==> src/hdl/pdfx_pkg.sv <==
// shared types, codes and constants for the pdf text object string extractor
package pdfx_pkg;

  // scanner modes, one-hot
  typedef enum logic [3:0] {
    MODE_OUTSIDE = 4'b0001,
    MODE_OBJECT  = 4'b0010,
    MODE_STRING  = 4'b0100,
    MODE_STOPPED = 4'b1000
  } mode_t;

  // result kinds
  localparam logic [2:0] KIND_TEXT          = 3'd0;
  localparam logic [2:0] KIND_STRING_END    = 3'd1;
  localparam logic [2:0] KIND_DROP_STRING   = 3'd2;
  localparam logic [2:0] KIND_COMMIT_OBJECT = 3'd3;
  localparam logic [2:0] KIND_DROP_OBJECT   = 3'd4;
  localparam logic [2:0] KIND_OK            = 3'd5;
  localparam logic [2:0] KIND_NO_TEXT       = 3'd6;
  localparam logic [2:0] KIND_BAD_HEADER    = 3'd7;

  // characters
  localparam logic [7:0] CHAR_B      = 8'h42;
  localparam logic [7:0] CHAR_E      = 8'h45;
  localparam logic [7:0] CHAR_T      = 8'h54;
  localparam logic [7:0] CHAR_OPEN   = 8'h28;
  localparam logic [7:0] CHAR_CLOSE  = 8'h29;
  localparam logic [7:0] CHAR_NUL    = 8'h00;

  // header check: seven magic bytes, at least eight bytes in the file
  localparam logic [3:0] HDR_MAGIC_LEN = 4'd7;
  localparam logic [3:0] HDR_MIN_LEN   = 4'd8;

  localparam int unsigned MAX_RESULTS = 3;

  typedef struct packed {
    logic [7:0] data_byte;
    logic       end_of_file;
  } byte_item_t;

  typedef struct packed {
    logic [2:0] kind;
    logic [7:0] text_byte;
    logic       last_result;
  } result_item_t;

  typedef struct packed {
    logic [1:0]                          count;
    result_item_t [MAX_RESULTS-1:0]      item;
  } result_set_t;

  typedef struct packed {
    mode_t      mode;
    logic [7:0] previous_byte;
    logic [3:0] header_position;
    logic       header_bad;
    logic       string_nonempty;
    logic       object_has_text;
    logic       any_text_committed;
  } scan_state_t;

  localparam scan_state_t SCAN_RESET = '{
    mode:               MODE_OUTSIDE,
    previous_byte:      8'h00,
    header_position:    4'd0,
    header_bad:         1'b0,
    string_nonempty:    1'b0,
    object_has_text:    1'b0,
    any_text_committed: 1'b0
  };

  // expected header byte at a given position ("%PDF-1.")
  function automatic logic [7:0] magic_byte(input logic [2:0] pos);
    logic [7:0] val;
    case (pos)
      3'd0:    val = 8'h25;
      3'd1:    val = 8'h50;
      3'd2:    val = 8'h44;
      3'd3:    val = 8'h46;
      3'd4:    val = 8'h2d;
      3'd5:    val = 8'h31;
      3'd6:    val = 8'h2e;
      default: val = 8'h00;
    endcase
    return val;
  endfunction

  function automatic result_item_t make_result(input logic [2:0] kind,
                                               input logic [7:0] text_byte);
    result_item_t r;
    r.kind        = kind;
    r.text_byte   = text_byte;
    r.last_result = 1'b0;
    return r;
  endfunction

endpackage

==> src/hdl/pdfx_step.sv <==
// next-state and result logic for one file byte
module pdfx_step (
  input  pdfx_pkg::scan_state_t state,
  input  pdfx_pkg::byte_item_t  item,
  output pdfx_pkg::scan_state_t state_next,
  output pdfx_pkg::result_set_t results
);
  import pdfx_pkg::*;

  logic         et_pair;
  logic         bt_pair;
  logic [7:0]   b;
  logic [1:0]   n;
  scan_state_t  s;
  result_item_t [MAX_RESULTS-1:0] r;

  assign b       = item.data_byte;
  assign et_pair = (state.previous_byte == CHAR_E) && (b == CHAR_T);
  assign bt_pair = (state.previous_byte == CHAR_B) && (b == CHAR_T);

  always_comb begin
    s = state;
    n = 2'd0;
    r = '0;

    // header check
    if (state.header_position < HDR_MAGIC_LEN &&
        b != magic_byte(state.header_position[2:0])) begin
      s.header_bad = 1'b1;
    end
    if (state.header_position < HDR_MIN_LEN) begin
      s.header_position = state.header_position + 4'd1;
    end

    if (state.mode != MODE_STOPPED) begin
      if (b == CHAR_NUL) begin
        if (state.mode == MODE_OBJECT || state.mode == MODE_STRING) begin
          r[n] = make_result(KIND_DROP_OBJECT, 8'h00);
          n = n + 2'd1;
        end
        s.mode = MODE_STOPPED;
      end else begin
        case (state.mode)
          MODE_OUTSIDE: begin
            if (bt_pair) begin
              s.mode            = MODE_OBJECT;
              s.object_has_text = 1'b0;
            end
          end
          MODE_OBJECT: begin
            if (et_pair) begin
              r[n] = make_result(KIND_COMMIT_OBJECT, 8'h00);
              n = n + 2'd1;
              if (state.object_has_text) s.any_text_committed = 1'b1;
              s.mode = MODE_OUTSIDE;
            end else if (b == CHAR_OPEN) begin
              s.string_nonempty = 1'b0;
              s.mode            = MODE_STRING;
            end
          end
          MODE_STRING: begin
            if (et_pair) begin
              r[n] = make_result(KIND_DROP_STRING, 8'h00);
              n = n + 2'd1;
              r[n] = make_result(KIND_COMMIT_OBJECT, 8'h00);
              n = n + 2'd1;
              if (state.object_has_text) s.any_text_committed = 1'b1;
              s.mode = MODE_OUTSIDE;
            end else if (b == CHAR_CLOSE) begin
              if (state.string_nonempty) begin
                r[n] = make_result(KIND_STRING_END, 8'h00);
                n = n + 2'd1;
                s.object_has_text = 1'b1;
              end
              s.mode = MODE_OBJECT;
            end else begin
              r[n] = make_result(KIND_TEXT, b);
              n = n + 2'd1;
              s.string_nonempty = 1'b1;
            end
          end
          default: begin
            s.mode = MODE_STOPPED;
          end
        endcase
      end
    end
    s.previous_byte = b;

    // end of file: close any open object, report status, start afresh
    if (item.end_of_file) begin
      if (s.mode == MODE_OBJECT || s.mode == MODE_STRING) begin
        r[n] = make_result(KIND_DROP_OBJECT, 8'h00);
        n = n + 2'd1;
      end
      if (s.header_bad || s.header_position < HDR_MIN_LEN) begin
        r[n] = make_result(KIND_BAD_HEADER, 8'h00);
      end else if (s.any_text_committed) begin
        r[n] = make_result(KIND_OK, 8'h00);
      end else begin
        r[n] = make_result(KIND_NO_TEXT, 8'h00);
      end
      n = n + 2'd1;
      s = SCAN_RESET;
    end

    if (n != 2'd0) begin
      r[n - 2'd1].last_result = 1'b1;
    end
  end

  assign state_next    = s;
  assign results.count = n;
  assign results.item  = r;

endmodule

==> src/hdl/pdfx_result_buf.sv <==
// result register: holds the results of one byte and hands them out one per cycle while result_stall is low
module pdfx_result_buf (
  input  logic                   clk,
  input  logic                   rst,
  input  logic                   load,
  input  pdfx_pkg::result_set_t  results,
  output logic                   free,
  output logic                   result_valid,
  input  logic                   result_stall,
  output pdfx_pkg::result_item_t result
);
  import pdfx_pkg::*;

  result_item_t [MAX_RESULTS-1:0] entry;
  logic [1:0] remaining;
  logic [1:0] rd_idx;
  logic       xfer;

  assign result_valid = (remaining != 2'd0);
  assign result       = entry[rd_idx];
  assign xfer         = result_valid && !result_stall;
  // free when empty, or once the last held result goes this cycle
  assign free         = (remaining == 2'd0) || (remaining == 2'd1 && xfer);

  always_ff @(posedge clk) begin
    if (rst) begin
      remaining <= 2'd0;
      rd_idx    <= 2'd0;
    end else if (load) begin
      remaining <= results.count;
      rd_idx    <= 2'd0;
    end else if (xfer) begin
      remaining <= remaining - 2'd1;
      rd_idx    <= rd_idx + 2'd1;
    end
  end

  always_ff @(posedge clk) begin
    if (load) begin
      entry <= results.item;
    end
  end

endmodule

==> src/hdl/pdf_text_object_string_extractor.sv <==
// top level: byte input register, scanner state, step logic and result register
// path: a transferred byte passes through the input register, then its results through the result register
// throughput: one byte per cycle while each byte gives at most one result and
//   result_stall is low; a byte giving k results (k is at most 3) stalls the input
//   until the result register, handing out one result at a time, sends its last
// reset: synchronous rst empties the input and result registers and returns
//   the scanner to outside-object with a fresh header check
module pdf_text_object_string_extractor (
  input  logic                   clk,
  input  logic                   rst,
  input  logic                   byte_valid,
  output logic                   byte_stall,
  input  pdfx_pkg::byte_item_t   byte_data,
  output logic                   result_valid,
  input  logic                   result_stall,
  output pdfx_pkg::result_item_t result
);
  import pdfx_pkg::*;

  // input register
  logic        in_full;
  byte_item_t  in_q;
  logic        byte_xfer;
  logic        advance;

  // scanner state
  scan_state_t state;
  scan_state_t state_next;
  result_set_t results;
  logic        buf_free;

  // a held byte moves on once the result register can take its results
  assign advance    = in_full && buf_free;
  assign byte_stall = in_full && !buf_free;
  assign byte_xfer  = byte_valid && !byte_stall;

  always_ff @(posedge clk) begin
    if (rst) begin
      in_full <= 1'b0;
    end else begin
      in_full <= byte_xfer || (in_full && !advance);
    end
  end

  always_ff @(posedge clk) begin
    if (byte_xfer) begin
      in_q <= byte_data;
    end
  end

  // scanner state only moves when a byte is stepped
  always_ff @(posedge clk) begin
    if (rst) begin
      state <= SCAN_RESET;
    end else if (advance) begin
      state <= state_next;
    end
  end

  // one byte's worth of scanning: header check, object and string tracking
  pdfx_step u_step (
    .state      (state),
    .item       (in_q),
    .state_next (state_next),
    .results    (results)
  );

  // up to three results per byte, handed out in order
  pdfx_result_buf u_result_buf (
    .clk          (clk),
    .rst          (rst),
    .load         (advance),
    .results      (results),
    .free         (buf_free),
    .result_valid (result_valid),
    .result_stall (result_stall),
    .result       (result)
  );

endmodule

==> config.mk <==
export PLATFORM = sky130hd
export DESIGN_NAME = pdf_text_object_string_extractor
export DESIGN_NICKNAME = d
export VERILOG_FILES = /design/src/hdl/pdfx_pkg.sv /design/src/hdl/pdfx_step.sv /design/src/hdl/pdfx_result_buf.sv /design/src/hdl/pdf_text_object_string_extractor.sv
export SDC_FILE = /design/constraint.sdc
export NUM_CORES = 1
export LEC_CHECK = 0
export ABC_AREA = 1
export BUFFER_PORTS_ARGS = -buffer_cell sky130_fd_sc_hd__buf_2
export CORE_UTILIZATION = 67
export CTS_BUF_LIST = sky130_fd_sc_hd__clkbuf_8
export CTS_CLUSTER_DIAMETER = 80
export DETAILED_ROUTE_END_ITERATION = 12
export PLACE_DENSITY_LB_ADDON = 0.05
export SLEW_MARGIN = 10
export SYNTH_ARGS = -nofsm -noshare
export SYNTH_HDL_FRONTEND = slang
export SYNTH_SLANG_ARGS = --single-unit
export TNS_END_PERCENT = 5
==> constraint.sdc <==
create_clock -name clk -period 7.2 [get_ports clk]
set_clock_uncertainty 0.05 [all_clocks]
set_input_delay 1.08 -clock clk [delete_from_list [all_inputs] [get_ports clk]]
set_output_delay 1.08 -clock clk [all_outputs]
set_load 0.005 [all_outputs]
==> metrics.md <==
| Metric | Value |
|---|---|
| Power per standard cell area | `around 180 nW/µm²` |
| Commonest cells in the netlist | `nand2_1 (77), nor2_1 (60), inv_1 (51)` |
| Hold Buf Count CTS | `0` |
| Post-route minimum period | `~3.1 ns` |
| Clock root buffer | `clkbuf_8` |
| Worst-skew pair later-pin latency | `0.31 ns` |
| Final net count | `463` |
| Sequential area share after synthesis | `41.7%` |
| Vias in the first global route | `2,414` |
| Layout cells sized above 1 | `19.9%` |
| Ys flop type | `edfxtp_1` |
| Syn_nets | `~440` |
| CTS tree | `done` |
| Max clock buf depth | `2` |
| Status | `finished, final reports clean` |
| Post_cts resized | `0` |
| Met2 Use GR | `42.9%` |
| Cell Chain, Critical Path | `buf_2, inv_1, a21oi_1, nor2_2, inv_1, nor2_1, inv_1, nor2_2, inv_1, o31ai_1` |
| Fraction of registers with async set/reset | `0%` |
| Buf/Inv on CP | `5` |
| Met3 global-route usage | `4.72%` |
| Delay-heaviest family, CP | `simple AND/OR/NAND/NOR gates` |
| Die Wd | `72.1 µm` |
| Grt met1 use | `37.9%` |
| Setup tns final | `0 ns` |
| Area growth syn-to-layout | `8.29%` |
| PortBufs | `26` |
| Most common cell in the netlist | `nand2_1` |
| CP max FO | `24` |
| Largest net degree at the start of global routing | `25` |
| FMAX | `about 320 MHz` |
| Synth Warn # | `0` |
| First-pass GRT wire length | `around 11 mm` |
| Worst reg2reg setup slack | `4.20 ns` |
| CP startpoint kind | `input port` |
| Mapped Avg Cell Area | `8.01 µm²` |
| Die Footprint | `5200 µm²` |
| VDD IR max | `0.000138 V` |
| Cell Rows | `25` |
| Yosys top cell by area | `edfxtp_1` |
| Post-CTS Setup Bufs | `0` |
| Mapped Area | `between 3000 and 4000 µm²` |
| Final Cycle Share | `between 40% and 50%` |
| Clock transition at path regs | `~0.090 ns` |
| Post-synth EDFFs | `29` |
| Most used routing layer | `met2` |
| Antenna violations before repair | `0` |
| Mapped Cells | `slightly above 400` |
| Crit path kind | `input port to flop` |
| Post-synth top area share | `26.5%` |
| Switch Pwr | `approximately 180 µW` |
| Inst Count DP | `496` |
| Initial DRC Count | `216` |
| First-pass detailed-route iteration total | `4` |
| Switching Fraction | `28.0%` |
| Fin cells | `just over 500` |
| CTS sink cnt | `between 50 and 60` |
| Min-delay worst type | `flop to flop` |
| DR vias | `between 2,000 and 3,000` |
| Yosys cell types | `36` |
| RR Startpoint | `in_q[1]` |
| CP endpoint kind | `flop` |
| Worst r2r dst | `u_result_buf.entry[0]` |
| Fill cells | `roughly 340` |
| Reg power frac | `56.0%` |
| Total power | `651 µW` |
| Core footprint | `4720 µm²` |
| N_diodes | `0` |
| Final core occ | `75.5%` |
| Detailed Route WL | `6.63 mm` |
| Wirelength per Cell | `13.2 µm` |
| Hold path startpoint | `state[15]` |
| Pins Over Slew Limit | `0` |
| Hold Path Depth | `2` |
| Reg2Reg Depth | `15` |
| CTS H-tree lvls | `2` |
| I/O pin count | `27` |
| Internal | `468 µW` |
| Die height | `72.1 µm` |
| All-Layer GR Usage | `27.3%` |
| Placed wire-length estimate | `5.29 mm` |
| Least-Margin Pin Slew | `1.13 ns` |
| Relative max-transition margin | `approximately a quarter` |
| Vias per std cell | `5.34` |
| Initial Util | `69.7%` |
| Total CTS buffers | `5` |
| Critical path arrival | `around 3.3 ns` |
| #FFs+latches synth | `54` |
| Comb power frac | `16.5%` |
| RSZ-0062 raised after global routing | `false` |
| Slowest cell on the critical path | `nor2_2` |
| GPL Wtd Cong | `0.909` |
| Final setup vio count | `0` |
| Antenna-violating nets left | `0` |
| Clock network power share | `27.4%` |
| Most frequent CP cell | `inv_1` |
| Leakage | `between 0.0015 and 0.002 µW` |
| DRC violations left | `0` |
| Ranking of synthesized cells by area | `edfxtp_1 (26%), dfxtp_1 (15%), nand2_1 (8.8%), nor2_1 (6.8%), inv_1 (5.8%)` |
| Critical Path RT | `7.37 ns` |
| Final hold vios | `0` |
| WHS Endpoint | `state[15]` |
| Max_cap viols | `0` |
| GRT Residual Overflow | `0` |
| CP max stage delay | `roughly 0.86 ns` |
worst reg2reg max path: stages (launching register included):
cell and delay (ns):
edfxtp_1 0.46, nor2_1 0.20, nand2_2 0.12, nor2_8 0.17
nand3_2 0.13, nand3_4 0.15, nand2_4 0.09, ha_1 0.29
inv_1 0.04, nand4_1 0.13, nand2_4 0.09, ha_1 0.28
inv_1 0.04, o21ai_0 0.26, inv_1 0.12, and2_1 0.17
power by group through the flow:
stage,logic [µW],registers [µW],clock network (µW)
final,108,365,178
after global routing,125,367,192
after CTS,108,364,181
after detailed placement,108,372,0
after global placement,105,371,0
after floorplan,77.9,366,0
flip-flops by register name, indices dropped and copies added, names as in the netlist:
register                cells
u_result_buf.entry         20
in_full                     1
state                      20
in_q                        9
u_result_buf.remaining      2
u_result_buf.rd_idx         2
layout by cell type, fill, tap and decap left out, types with 9 or more instances in the layout:
master / count
buf_2: 26
ha_1: 14
nand2_4: 9
o21ai_0: 19
nand2_1: 77
nand3_1: 28
nor2_1: 60
edfxtp_1: 29
nand3_2: 9
inv_1: 51
dfxtp_1: 25
a21oi_1: 19
stage by stage:
| stage | instance area (µm²) | setup WS, ns | hold slack [ns] |
|---|---|---|---|
| 4_1_cts | 3560 | 4.05 | 0.423 |
| 2_1_floorplan | 3290 | 4.33 | 0.379 |
| 6_report | 3560 | 4.06 | 0.420 |
| 5_1_grt | 3560 | 3.80 | 0.459 |
| 3_5_place_dp | 3470 | 3.73 | 0.401 |
| 3_3_place_gp | 3470 | 3.89 | 0.389 |
routing by layer:
layer  up-vias  part of all wire, %
met5         -                    0
met4         0                  2.1
met3        14                  4.8
met2        84                   45
met1      1221                   48
li1       1374                    -
cell families (layout without fill, tap and decap cells):
| group | Yosys count | in the layout | share of synthesized area, % |
|---|---|---|---|
| AO/OA/AOI/OAI | 57 | 57 | 10.3 |
| buffers and inverters | 71 | 97 | 8.40 |
| flip-flops | 54 | 54 | 41.7 |
| adder cells (fa/ha/maj) | 14 | 14 | 5.32 |
| XOR/XNOR | 3 | 3 | 0.798 |
| AND/OR/NAND/NOR | 212 | 212 | 33.5 |
worst max-delay path by stage:
| stage | start | endpoint | slack (ns) | cells past startpoint |
|---|---|---|---|---|
| 6_report | result_stall | state[18] | 4.06 | 10 |
| 5_1_grt | result_stall | state[18] | 3.80 | 10 |
| 4_1_cts | result_stall | state[18] | 4.05 | 10 |
| 3_5_place_dp | result_stall | state[18] | 3.73 | 10 |
| 3_3_place_gp | result_stall | state[18] | 3.89 | 10 |
| 2_1_floorplan | result_stall | state[16] | 4.33 | 11 |
layout make-up:
cell class / count / area, µm² / area share [%]
Multi-Input combinational cell: 286 / 1640 / 46.1
Sequential cell: 54 / 1370 / 38.5
Clock buffer: 6 / 82.6 / 2.32
Clock inverter: 2 / 15.0 / 0.421
Inverter: 63 / 238 / 6.67
Tap cell: 67 / 83.8 / 2.35
Timing Repair Buffer: 26 / 130 / 3.65
Note: power is estimated with default switching activity, not from simulation.
